File: config.mk
export PLATFORM = sky130hd
export DESIGN_NAME = sorted_group_sha1_aggregator_unit
export DESIGN_NICKNAME = d
export VERILOG_FILES = /design/src/design/sgsha_pkg.sv /design/src/design/sorted_group_sha1_aggregator_unit.sv /design/src/design/sgsha_datapath.sv /design/src/design/sgsha_ctrl.sv
export SDC_FILE = /design/constraint.sdc
export NUM_CORES = 2
export LEC_CHECK = 0
export BUFFER_PORTS_ARGS = -buffer_cell sky130_fd_sc_hd__buf_2
export CAP_MARGIN = 20
export CORE_ASPECT_RATIO = 0.7
export CORE_MARGIN = 2
export CORE_UTILIZATION = 40
export DETAILED_ROUTE_END_ITERATION = 7
export GPL_TIMING_DRIVEN = 0
export PLACE_DENSITY = 0.59
export SLEW_MARGIN = 20
export SYNTH_ARGS = -nofsm -noshare
export SYNTH_HDL_FRONTEND = slang
export SYNTH_SLANG_ARGS = --single-unit
File: constraint.sdc
create_clock -name aclk -period 34.7 [get_ports aclk]
set_input_delay 1.735 -clock aclk [delete_from_list [all_inputs] [get_ports aclk]]
set_output_delay 1.735 -clock aclk [all_outputs]
set_load 0.01 [all_outputs]
File: src/design/sgsha_pkg.sv
// Package for the sorted group SHA-1 aggregator.
// Holds the controller/datapath command and status structs and SHA-1 constants.
// No dependencies.
package sgsha_pkg;

    localparam logic [31:0] SHA_IV [5] = '{
        32'h67452301, 32'hEFCDAB89, 32'h98BADCFE, 32'h10325476, 32'hC3D2E1F0
    };

    localparam logic [31:0] PAD_WORD = 32'h80000000;

    // Word source for a push into the message block.
    typedef enum logic [1:0] {
        SRC_ROW  = 2'd0,
        SRC_PAD  = 2'd1,
        SRC_ZERO = 2'd2,
        SRC_LEN  = 2'd3
    } word_src_t;

    typedef struct packed {
        logic      push;        // write one word into the block
        word_src_t src;
        logic      len_hi;      // with SRC_LEN: upper half of the bit length
        logic      add_row;     // update count, sum, length
        logic      open_group;  // latch key of the row
        logic      round_start; // load working vars from hash chain
        logic      round_step;  // perform one SHA-1 round
        logic      round_done;  // fold working vars into the chain
        logic      load_out;    // copy results into output register
        logic      clear;       // return group state to reset values
    } dp_cmd_t;

    typedef struct packed {
        logic       block_full;  // sixteen words held
        logic [3:0] fill;
        logic       last_round;  // round counter at 79
        logic       key_match;   // row key equals open key
    } dp_stat_t;

    function automatic logic [31:0] round_k(input logic [6:0] t);
        logic [31:0] k;
        if (t < 7'd20) begin
            k = 32'h5A827999;
        end else if (t < 7'd40) begin
            k = 32'h6ED9EBA1;
        end else if (t < 7'd60) begin
            k = 32'h8F1BBCDC;
        end else begin
            k = 32'hCA62C1D6;
        end
        return k;
    endfunction

endpackage

File: src/design/sorted_group_sha1_aggregator_unit.sv
// Top level of the sorted group SHA-1 aggregator.
// Instantiates sgsha_ctrl and sgsha_datapath; depends on sgsha_pkg.
//
// Rows arrive sorted by key; each run of equal keys is one group, and for
// each group the block returns its key, the SHA-1 digest of the values as
// little-endian bytes, a saturating row count and a wrapping 64-bit sum.
// A row that completes a 64-byte block starts its compression in the
// single round unit (load the working variables, 80 rounds, fold the chain),
// and no row is taken until that is done. Closing a group pads and compresses
// one or two blocks, the second when the padding spills into it. No item is
// taken while a result waits in the output register.
// A key change holds the new row inside while the old group is closed.
module sorted_group_sha1_aggregator_unit
    import sgsha_pkg::*;
(
    input  logic          aclk,
    input  logic          aresetn,
    input  logic          s_tvalid,
    output logic          s_tready,
    input  logic [63:0]   s_tdata,  // [31:0] group_key, [63:32] value
    input  logic          s_tuser,  // cmd: 1 = flush the open group
    output logic          m_tvalid,
    input  logic          m_tready,
    // [31:0] result_key, [63:32] digest_w0 .. [191:160] digest_w4,
    // [223:192] row_count, [287:224] row_total
    output logic [287:0]  m_tdata
);

    dp_cmd_t  cmd;
    dp_stat_t stat;
    logic signed [31:0] in_key;
    logic signed [31:0] in_value;
    logic signed [31:0] res_key;
    logic [31:0]        res_h [5];
    logic [31:0]        res_count;
    logic signed [63:0] res_total;

    // The row that triggers a group close is kept here until it is replayed.
    logic [63:0] hold_reg;
    always_ff @(posedge aclk) begin
        if (s_tvalid && s_tready) begin
            hold_reg <= s_tdata;
        end
    end
    assign in_key   = (s_tvalid && s_tready) ? s_tdata[31:0]  : hold_reg[31:0];
    assign in_value = (s_tvalid && s_tready) ? s_tdata[63:32] : hold_reg[63:32];

    sgsha_ctrl u_ctrl (
        .aclk     (aclk),
        .aresetn  (aresetn),
        .s_tvalid (s_tvalid),
        .s_tready (s_tready),
        .in_flush (s_tuser),
        .m_tvalid (m_tvalid),
        .m_tready (m_tready),
        .cmd      (cmd),
        .stat     (stat)
    );

    sgsha_datapath u_dp (
        .aclk      (aclk),
        .aresetn   (aresetn),
        .cmd       (cmd),
        .stat      (stat),
        .in_key    (in_key),
        .in_value  (in_value),
        .res_key   (res_key),
        .res_h     (res_h),
        .res_count (res_count),
        .res_total (res_total)
    );

    assign m_tdata = {res_total, res_count, res_h[4], res_h[3], res_h[2],
                      res_h[1], res_h[0], res_key};

endmodule

File: src/design/sgsha_datapath.sv
// Datapath of the sorted group SHA-1 aggregator: block buffer, round unit,
// hash chain, count, sum and length. Depends on sgsha_pkg.
module sgsha_datapath
    import sgsha_pkg::*;
(
    input  logic                aclk,
    input  logic                aresetn,
    input  dp_cmd_t             cmd,
    output dp_stat_t            stat,
    input  logic signed [31:0]  in_key,
    input  logic signed [31:0]  in_value,
    output logic signed [31:0]  res_key,
    output logic [31:0]         res_h [5],
    output logic [31:0]         res_count,
    output logic signed [63:0]  res_total
);

    logic [31:0] w_reg [16];
    logic [31:0] h_reg [5];
    logic [31:0] a_reg, b_reg, c_reg, d_reg, e_reg;
    logic [4:0]  fill_reg;
    logic [6:0]  t_reg;
    logic [63:0] bytes_reg;
    logic [31:0] count_reg;
    logic [63:0] total_reg;
    logic [31:0] key_reg;

    logic [31:0] push_word;
    logic [31:0] be_value;
    logic [63:0] bits;
    logic [31:0] wt, wx, f;
    logic [31:0] tmp;

    assign be_value = {in_value[7:0], in_value[15:8], in_value[23:16], in_value[31:24]};
    assign bits     = {bytes_reg[60:0], 3'b000};

    always_comb begin
        case (cmd.src)
            SRC_ROW:  push_word = be_value;
            SRC_PAD:  push_word = PAD_WORD;
            SRC_ZERO: push_word = '0;
            SRC_LEN:  push_word = cmd.len_hi ? bits[63:32] : bits[31:0];
            default:  push_word = '0;
        endcase
    end

    // The schedule is kept in place: w_reg[t mod 16] is overwritten with w[t].
    always_comb begin
        wx = w_reg[4'(t_reg + 7'd13)] ^ w_reg[4'(t_reg + 7'd8)]
           ^ w_reg[4'(t_reg + 7'd2)] ^ w_reg[t_reg[3:0]];
        wt = (t_reg < 7'd16) ? w_reg[t_reg[3:0]] : {wx[30:0], wx[31]};
        if (t_reg < 7'd20) begin
            f = (b_reg & c_reg) | (~b_reg & d_reg);
        end else if (t_reg < 7'd40 || t_reg >= 7'd60) begin
            f = b_reg ^ c_reg ^ d_reg;
        end else begin
            f = (b_reg & c_reg) | (b_reg & d_reg) | (c_reg & d_reg);
        end
        tmp = {a_reg[26:0], a_reg[31:27]} + f + e_reg + round_k(t_reg) + wt;
    end

    assign stat.block_full = fill_reg[4];
    assign stat.fill       = fill_reg[3:0];
    assign stat.last_round = (t_reg == 7'd79);
    assign stat.key_match  = (in_key == key_reg);

    always_ff @(posedge aclk) begin
        if (!aresetn || cmd.clear) begin
            for (int i = 0; i < 5; i++) begin
                h_reg[i] <= SHA_IV[i];
            end
            fill_reg  <= '0;
            bytes_reg <= '0;
            count_reg <= '0;
            total_reg <= '0;
        end else begin
            if (cmd.push) begin
                w_reg[fill_reg[3:0]] <= push_word;
                fill_reg <= fill_reg + 5'd1;
            end
            if (cmd.add_row) begin
                bytes_reg <= bytes_reg + 64'd4;
                if (count_reg != '1) begin
                    count_reg <= count_reg + 32'd1;
                end
                total_reg <= total_reg + {{32{in_value[31]}}, in_value};
            end
            if (cmd.round_step) begin
                w_reg[t_reg[3:0]] <= wt;
            end
            if (cmd.round_done) begin
                h_reg[0] <= h_reg[0] + a_reg;
                h_reg[1] <= h_reg[1] + b_reg;
                h_reg[2] <= h_reg[2] + c_reg;
                h_reg[3] <= h_reg[3] + d_reg;
                h_reg[4] <= h_reg[4] + e_reg;
                fill_reg <= '0;
            end
        end
        if (!aresetn) begin
            key_reg <= '0;
        end else if (cmd.open_group) begin
            key_reg <= in_key;
        end
    end

    always_ff @(posedge aclk) begin
        if (cmd.round_start) begin
            a_reg <= h_reg[0];
            b_reg <= h_reg[1];
            c_reg <= h_reg[2];
            d_reg <= h_reg[3];
            e_reg <= h_reg[4];
            t_reg <= '0;
        end else if (cmd.round_step) begin
            a_reg <= tmp;
            b_reg <= a_reg;
            c_reg <= {b_reg[1:0], b_reg[31:2]};
            d_reg <= c_reg;
            e_reg <= d_reg;
            t_reg <= t_reg + 7'd1;
        end
        if (cmd.load_out) begin
            res_key   <= key_reg;
            res_h     <= h_reg;
            res_count <= count_reg;
            res_total <= total_reg;
        end
    end

endmodule

File: src/design/sgsha_ctrl.sv
// Controller of the sorted group SHA-1 aggregator: sequences rows, padding,
// compression rounds and result hand-off. Depends on sgsha_pkg.
module sgsha_ctrl
    import sgsha_pkg::*;
(
    input  logic      aclk,
    input  logic      aresetn,
    input  logic      s_tvalid,
    output logic      s_tready,
    input  logic      in_flush,
    output logic      m_tvalid,
    input  logic      m_tready,
    output dp_cmd_t   cmd,
    input  dp_stat_t  stat
);

    typedef enum logic [7:0] {
        ST_IDLE  = 8'b00000001,
        ST_PAD   = 8'b00000010,
        ST_ZERO  = 8'b00000100,
        ST_LENHI = 8'b00001000,
        ST_LENLO = 8'b00010000,
        ST_ROUND = 8'b00100000,
        ST_EMIT  = 8'b01000000,
        ST_DONE  = 8'b10000000
    } state_t;

    state_t state_reg, state_next;
    logic   open_reg, open_next;
    logic   pend_reg, pend_next;   // a row waits behind the group being closed
    logic   padding_reg, padding_next;
    logic   outv_reg, outv_next;
    // Marks that the block now being compressed carries the length words.
    logic   final_blk_reg, final_blk_next;
    logic   take;

    assign m_tvalid = outv_reg;
    // The output register must be free before a group can be closed, and a
    // held row must be replayed before a new item is taken.
    assign s_tready = (state_reg == ST_IDLE) && !stat.block_full && !outv_reg && !pend_reg;
    assign take     = s_tvalid && s_tready;

    always_comb begin
        state_next   = state_reg;
        open_next    = open_reg;
        pend_next    = pend_reg;
        padding_next = padding_reg;
        outv_next    = outv_reg && !m_tready;
        cmd          = '0;
        cmd.src      = SRC_ROW;
        unique case (state_reg)
            ST_IDLE: begin
                if (stat.block_full) begin
                    cmd.round_start = 1'b1;
                    state_next      = ST_ROUND;
                end else if (pend_reg) begin
                    pend_next      = 1'b0;
                    open_next      = 1'b1;
                    cmd.open_group = 1'b1;
                    cmd.push       = 1'b1;
                    cmd.add_row    = 1'b1;
                end else if (take) begin
                    if (in_flush) begin
                        if (open_reg) begin
                            state_next = ST_PAD;
                        end
                    end else if (open_reg && !stat.key_match) begin
                        pend_next  = 1'b1;
                        state_next = ST_PAD;
                    end else begin
                        open_next      = 1'b1;
                        cmd.open_group = !open_reg;
                        cmd.push       = 1'b1;
                        cmd.add_row    = 1'b1;
                    end
                end
            end
            ST_PAD: begin
                cmd.push     = 1'b1;
                cmd.src      = SRC_PAD;
                padding_next = 1'b1;
                state_next   = (stat.fill == 4'd15) ? ST_ROUND : ST_ZERO;
                cmd.round_start = (stat.fill == 4'd15);
            end
            ST_ZERO: begin
                if (stat.block_full) begin
                    cmd.round_start = 1'b1;
                    state_next      = ST_ROUND;
                end else if (stat.fill == 4'd14) begin
                    state_next = ST_LENHI;
                end else begin
                    cmd.push = 1'b1;
                    cmd.src  = SRC_ZERO;
                end
            end
            ST_LENHI: begin
                cmd.push   = 1'b1;
                cmd.src    = SRC_LEN;
                cmd.len_hi = 1'b1;
                state_next = ST_LENLO;
            end
            ST_LENLO: begin
                cmd.push   = 1'b1;
                cmd.src    = SRC_LEN;
                state_next = ST_ZERO;
                padding_next = 1'b0;
            end
            ST_ROUND: begin
                cmd.round_step = 1'b1;
                if (stat.last_round) begin
                    state_next = ST_EMIT;
                end
            end
            ST_EMIT: begin
                cmd.round_done = 1'b1;
                if (padding_reg) begin
                    state_next = ST_ZERO;
                end else if (final_blk_reg) begin
                    state_next = ST_DONE;
                end else begin
                    state_next = ST_IDLE;
                end
            end
            ST_DONE: begin
                // The chain holds the final digest now; hand the group out and
                // return the group state to its reset values at the same edge.
                cmd.load_out = 1'b1;
                cmd.clear    = 1'b1;
                outv_next    = 1'b1;
                open_next    = 1'b0;
                state_next   = ST_IDLE;
            end
            default: state_next = ST_IDLE;
        endcase
    end

    always_comb begin
        final_blk_next = final_blk_reg;
        if (state_reg == ST_LENLO) begin
            final_blk_next = 1'b1;
        end else if (state_reg == ST_EMIT) begin
            final_blk_next = 1'b0;
        end
    end

    always_ff @(posedge aclk) begin
        if (!aresetn) begin
            state_reg     <= ST_IDLE;
            open_reg      <= 1'b0;
            pend_reg      <= 1'b0;
            padding_reg   <= 1'b0;
            outv_reg      <= 1'b0;
            final_blk_reg <= 1'b0;
        end else begin
            state_reg     <= state_next;
            open_reg      <= open_next;
            pend_reg      <= pend_next;
            padding_reg   <= padding_next;
            outv_reg      <= outv_next;
            final_blk_reg <= final_blk_next;
        end
    end

endmodule

* Yosys cells after proc, flatten, opt, wreduce, memory -nomap -nowiden
Memories as Yosys holds them, arrays and structs flattened. A register that Yosys moved wholly into a read port is not among the register bits. Cells that the tools add are included.
Storage, ports and cells: logic and storage cells 202, input port bits 69, memories 1, bits in registers 889, RAM bits 512
Memories:
- u_dp.w_reg | depth 16, width 32, read ports 4, clocked after memory_dff 1, wr ports 1, RTL line sgsha_datapath.sv:18 | logic [31:0] w_reg [16];
Cells by class: add/subtract/negate cells 17, equality and inequality tests 26, multiplexer cells 79, $lt $le $gt $ge 5, bitwise gates (word level) 14, reductions and logical operators 29
Operators with widths (count):
- $mux W32 | 19
- $add A32 B32 Y32 | 9
- $xor A32 B32 Y32 | 5
- $and A32 B32 Y32 | 4
- $pmux W32 S4 | 1
- $or A32 B32 Y32 | 3
- $mux W8 | 11
- $add A64 B3 Y64 const B | 1
- $add A64 B64 Y64 | 1
- $pmux W8 S7 | 1
- $add A32 B1 Y32 const B | 1
- $eq A32 B32 Y1 | 1
- $ne A32 B32 Y1 const B | 1
- $not A32 Y32 | 1
- $reduce_or A32 Y1 | 1
- $mux W31 | 1
- $mux W1 | 28
- $lt A7 B5 Y1 const B | 2
- $lt A7 B6 Y1 const B | 2
- $mux W2 | 7
- $mux W4 | 3
- $ne A3 B1 Y1 const B | 3
- $ne A3 B2 Y1 const B | 3
- $add A4 B4 Y4 const B | 2
- 35 further kinds | 59

* Logic depth before layout (Yosys ltp)
depth after elaboration 19, depth in mapped cells 37, mapped depth without buffers 29

* Modules after synthesis
A second synthesis with hierarchy kept.
Second synthesis, totals: cell total of the unflattened synthesis 7389, area, all modules 87113.5 um2
By module, submodules not included:
- sgsha_datapath | cells each 7165, seq. area each 36094.6 um2, instances 1, area each 83462.5 um2
- sorted_group_sha1_aggregator_unit | cells each 137, seq. area each 1921.8 um2, instances 1, area each 2906.5 um2
- sgsha_ctrl | cells each 87, seq. area each 260.2 um2, instances 1, area each 744.5 um2

* Least setup slack after synthesis
Ideal clock, no wire load.
kind input -> register, start input port s_tvalid, end memory u_dp.w_reg[10][0], enable pin, required time 34.279 ns, data arrival time 11.908 ns, path buffers 1, stages 8, setup slack 22.371 ns, cell sequence nand2_1 clkbuf_1 nor4_1 a21oi_1 and2_1 o21ai_0 nand3_1 nor2_1
Between the ends: longest elaborated chain between the ends 15
Ends and longest elaborated chain:
- from (decl) | RTL line sorted_group_sha1_aggregator_unit.sv:18 | input logic s_tvalid,
- $logic_and A1 B1 Y1 (*) | RTL line sorted_group_sha1_aggregator_unit.sv:45, sgsha_ctrl.sv:41
- $mux W32 | RTL line sorted_group_sha1_aggregator_unit.sv:45 | assign in_key = (s_tvalid && s_tready) ? s_tdata[31:0] : hold_reg[31:0];
- $eq A32 B32 Y1 | RTL line sgsha_datapath.sv:65 | assign stat.key_match = (in_key == key_reg);
- $logic_not A1 Y1 | RTL line sgsha_ctrl.sv:67 | end else if (open_reg && !stat.key_match) begin
- $logic_and A1 B1 Y1 | RTL line sgsha_ctrl.sv:67
- $mux W1 | RTL line sgsha_ctrl.sv:67
- $mux W1 | RTL line sgsha_ctrl.sv:63 | if (in_flush) begin
- $mux W1 (*) | RTL line sgsha_ctrl.sv:62 | end else if (take) begin
- $mux W1 (*) | RTL line sgsha_ctrl.sv:56 | end else if (pend_reg) begin
- $mux W1 (*) | RTL line sgsha_ctrl.sv:53 | if (stat.block_full) begin
- $pmux W1 S3 (*) | RTL line sgsha_ctrl.sv:51 | unique case (state_reg)
- $mux W1 (*) | RTL line sgsha_datapath.sv:77 | if (cmd.push) begin
- $mux W1 (*) | RTL line sgsha_datapath.sv:68 | if (!aresetn || cmd.clear) begin
- $mux W1 (implied by the code) (*) | RTL line sgsha_datapath.sv:78 | w_reg[fill_reg[3:0]] <= push_word;
- $mux W1 (no line) (*)
- to (decl) | RTL line sgsha_datapath.sv:18
Mark *: on every way between the ends. The rest lies on a longest branch, timed or not.

* Final worst setup path
start register u_dp.t_reg[0], end register u_dp.a_reg[28] (data pin)
Between the ends: longest elaborated chain between the ends 10, elaborated cells on any way between the ends 25, classes of those cells add/sub: 7; order compare: 5; mux: 8; bitwise: 3; reduce/logical: 1; memory: 1
Ends and longest elaborated chain:
- from (decl) | RTL line sgsha_datapath.sv:22 | logic [6:0] t_reg;
- from (signal assigned) | RTL line sgsha_datapath.sv:121 | t_reg <= t_reg + 7'd1;
- $lt A7 B6 Y1 / $ge A7 B6 Y1 (equally long branches) | RTL line sgsha_pkg.sv:44, sgsha_datapath.sv:54
- $logic_or A1 B1 Y1 | RTL line sgsha_datapath.sv:54 | end else if (t_reg < 7'd40 || t_reg >= 7'd60) begin
- $mux W32 | RTL line sgsha_datapath.sv:54
- $mux W32 | RTL line sgsha_datapath.sv:52 | if (t_reg < 7'd20) begin
- $add A32 B32 Y32 (3 in series) | RTL line sgsha_datapath.sv:59 | tmp = {a_reg[26:0], a_reg[31:27]} + f + e_reg + round_k(t_reg) + wt;
- $add A32 B32 Y32 (*) | RTL line sgsha_datapath.sv:59
- $mux W32 (*) | RTL line sgsha_datapath.sv:115 | end else if (cmd.round_step) begin
- $mux W32 (*) | RTL line sgsha_datapath.sv:108 | if (cmd.round_start) begin
- to (signal assigned) | RTL line sgsha_datapath.sv:109 | a_reg <= h_reg[0];
- to (signal assigned) | RTL line sgsha_datapath.sv:116 | a_reg <= tmp;
- to (decl) | RTL line sgsha_datapath.sv:20 | logic [31:0] a_reg, b_reg, c_reg, d_reg, e_reg;
Mark *: on every way between the ends. The rest lies on a longest branch, timed or not. The select of a mux whose other input is x is not followed. A chain may end at the register's enable or synchronous reset.

==> run metrics <==
die footprint just over 0.2 mm²; Final Slew Violations 0; post-synth cell types 83; Net Count, Synth 6974; Clock transition at path regs 0.07 ns; asr flop ratio synth 0%; Peak Freq 65.9 MHz; most frequent CP cell buf_1; die height about 380 µm; cell area power density 46.3 mW/mm²; dpl ws around 20 ns; crit start category flip-flop; Hold Slack ~0.46 ns; Tot GR Track Use 30.1%; Total Wirelength 317000 µm; post-route core utilization 46.2%; Post-CTS Hold Buffers 0; Clk pwr share 39.9%; fraction of layout cells with a size suffix above 1 ~20%; initial antenna violation count 16; Post-Syn Area 0.0806 mm²; final net count 7556; clk root buf clkbuf_16; Pre-antenna DRT Iters 8; skew final 0.0689 ns; CP max-delay cell clkbuf_1; cell area after layout 0.0922 mm²; Final WS setup 19.52 ns; detailed-route via count 63100; Crit. End Element flip-flop; Sw Share 27.8%; DR vias/cell 6.42; Least-Margin Pin Slew 1.35 ns; Pwr Total 4.27 mW; Post-CTS Setup Inserts 0; leak pwr between 30 and 40 nW; status completed; GPL Wtd Cong 1.02; Pint approximately 3.1 mW; Core Footprint 0.200 mm²; Post-synth EDFFs 1024; Post-DP HPWL 236000 µm; fin crit share 43.8%; CTS tree yes; first-pass GRT wire length 443000 µm; H-tree levels 4; DRC 0; Comb pwr share 14.3%; antenna-violating nets left 0; Rel. slew slack 10.2%; Mean Syn Cell Area 12.4 µm²; Setup Crit Path Kind reg2reg; area grow syn2layout 14.5%; IO Count 359; crit-path max cell delay 1.01 ns; Seq/Total Area, Yosys 47.5%; top_reg_cell synth edfxtp_1; Max Buffers Root-to-Sink 4; DP Area 0.0871 mm²; Remaining Overflow, GRT 0; Port Buffers 358; placed cell count around 9600; Starting Density 40.3%; total CTS buffers 154; worst hold-check path type reg2reg; Worst-Skew Late Latency 0.85 ns; average wire per standard cell 32.2 µm; max reg flops approximately 510; Num Clock Sinks 1400; CP required 35.25 ns; worst vdd ir between 0.03 and 0.04 mV; fill cell count 17800; switching power around 1.2 mW; max-cap violation count 0; setup tns final 0 ns; largest net degree at the start of global routing 103; Die X 540 µm; final hold vios 0; Finish-stage setup viols 0; initial detailed-routing violation count 10500; Final Critical Period ~15 ns; YS warnings 0; final cell count without fillers between 9000 and 10000; cells after synthesis 6490; CP arrival 15.73 ns; cell row count between 100 and 150; post-CTS resize count 0; RSZ-0062 raised after global routing no; flop and latch count out of synthesis 1400; Reg power frac 45.8%; crit path max fanout 10; number of global-route vias before repair 58900
## kinds of logic after synthesis
group	synth area share [%]
simple gates	9.78
flops	47.5
compound gates	9.55
mux	18.2
buf+inv	2.88
fa+ha+maj	7.61
xor+xnor	4.45
## power by group through the flow
| stage | registers [mW] | clock network (mW) | logic [mW] |
|---|---|---|---|
| 6_report | 1.96 | 1.70 | 0.612 |
| 4_1_cts | 1.96 | 1.72 | 0.592 |
| 2_1_floorplan | 1.97 | 0 | 0.380 |
| 3_5_place_dp | 1.99 | 0 | 0.589 |
| 5_1_grt | 1.96 | 1.78 | 0.661 |
| 3_3_place_gp | 2.00 | 0 | 0.561 |
## cell usage after synthesis, types with 19 or more instances
| cell | number | share of area [%] |
|---|---|---|
| edfxtp_1 | 1024 | 38 |
| nand2_1 | 973 | 4.5 |
| mux4_2 | 640 | 18 |
| a21oi_1 | 386 | 2.4 |
| dfxtp_1 | 376 | 9.3 |
| nor2_1 | 310 | 1.4 |
| ha_1 | 290 | 4.5 |
| clkbuf_1 | 280 | 1.3 |
| o21ai_0 | 268 | 1.7 |
| inv_1 | 267 | 1.2 |
| xor2_1 | 218 | 2.4 |
| xnor2_1 | 191 | 2.1 |
| fa_1 | 125 | 3.1 |
| a21o_1 | 103 | 0.96 |
| nand3_1 | 99 | 0.61 |
| o211ai_1 | 93 | 0.87 |
| and3_1 | 65 | 0.50 |
| buf_1 | 54 | 0.25 |
| nor2b_1 | 48 | 0.37 |
| nand2b_1 | 46 | 0.36 |
| nor3_1 | 45 | 0.28 |
| a211oi_1 | 41 | 0.38 |
| o21a_1 | 41 | 0.38 |
| or4_1 | 39 | 0.36 |
| nand4_1 | 32 | 0.25 |
| a311oi_1 | 30 | 0.33 |
| or3_1 | 27 | 0.21 |
| a222oi_1 | 26 | 0.32 |
| mux2i_1 | 26 | 0.32 |
| a31oi_1 | 25 | 0.19 |
| nor4_1 | 23 | 0.18 |
| o21bai_1 | 23 | 0.21 |
| o31a_1 | 21 | 0.23 |
| and2_1 | 19 | 0.15 |
## layer usage
metal  vias up  global-route usage (%)  wire length (µm)
li1      25900                       -                 -
met1     31700                    44.1            129000
met2      4912                    39.5            123000
met3       656                    13.4             53200
met4        14                    9.21             11000
met5         -                       0                92
## worst max-delay path: cells and delay by family (launching register included)
family	cells	cell delay, ns
simple gates	2	0.21
compound gates	11	3.37
fa+ha+maj	5	2.25
flops	1	0.35
mux	2	0.94
buf+inv	13	7.08
xor+xnor	3	0.63
## placed cells by master (no fill, tap or decap), types with 44 or more instances in the layout
master	n
edfxtp_1	1024
clkbuf_1	264
clkbuf_16	158
fa_1	125
nor2_1	294
nor2b_1	48
inv_1	265
a21o_1	103
dfxtp_1	376
nand3_1	99
mux4_2	640
ha_1	290
nand2b_1	46
o211ai_1	93
clkbuf_2	51
xor2_1	218
nor3_1	44
nand2_1	972
xnor2_1	190
a21oi_1	383
o21ai_0	263
and3_1	65
buf_2	408
## worst paths after layout
kind	slack [ns]	cells past startpoint	to	startpoint
setup / recovery	19.52	36	u_dp.a_reg[28]	u_dp.t_reg[0]
hold / removal	0.46	2	u_ctrl.state_reg[7]	u_ctrl.final_blk_reg
setup reg to reg	19.52	36	u_dp.a_reg[28]	u_dp.t_reg[0]
hold reg to reg	0.46	2	u_ctrl.state_reg[7]	u_ctrl.final_blk_reg
## layout make-up
cell class	count	area, µm²	share of cell area, %
Buffer	345	1420	1.54
Antenna cell	4	10.0	0.0109
Multi-Input combinational cell	4478	40200	43.6
Clock buffer	201	4210	4.56
Inverter	267	1010	1.09
Timing Repair Buffer	426	2980	3.23
Tap cell	2641	3300	3.58
Sequential cell	1400	38300	41.5
Clock inverter	74	850	0.921
Power figures use the tool's default switching activity.
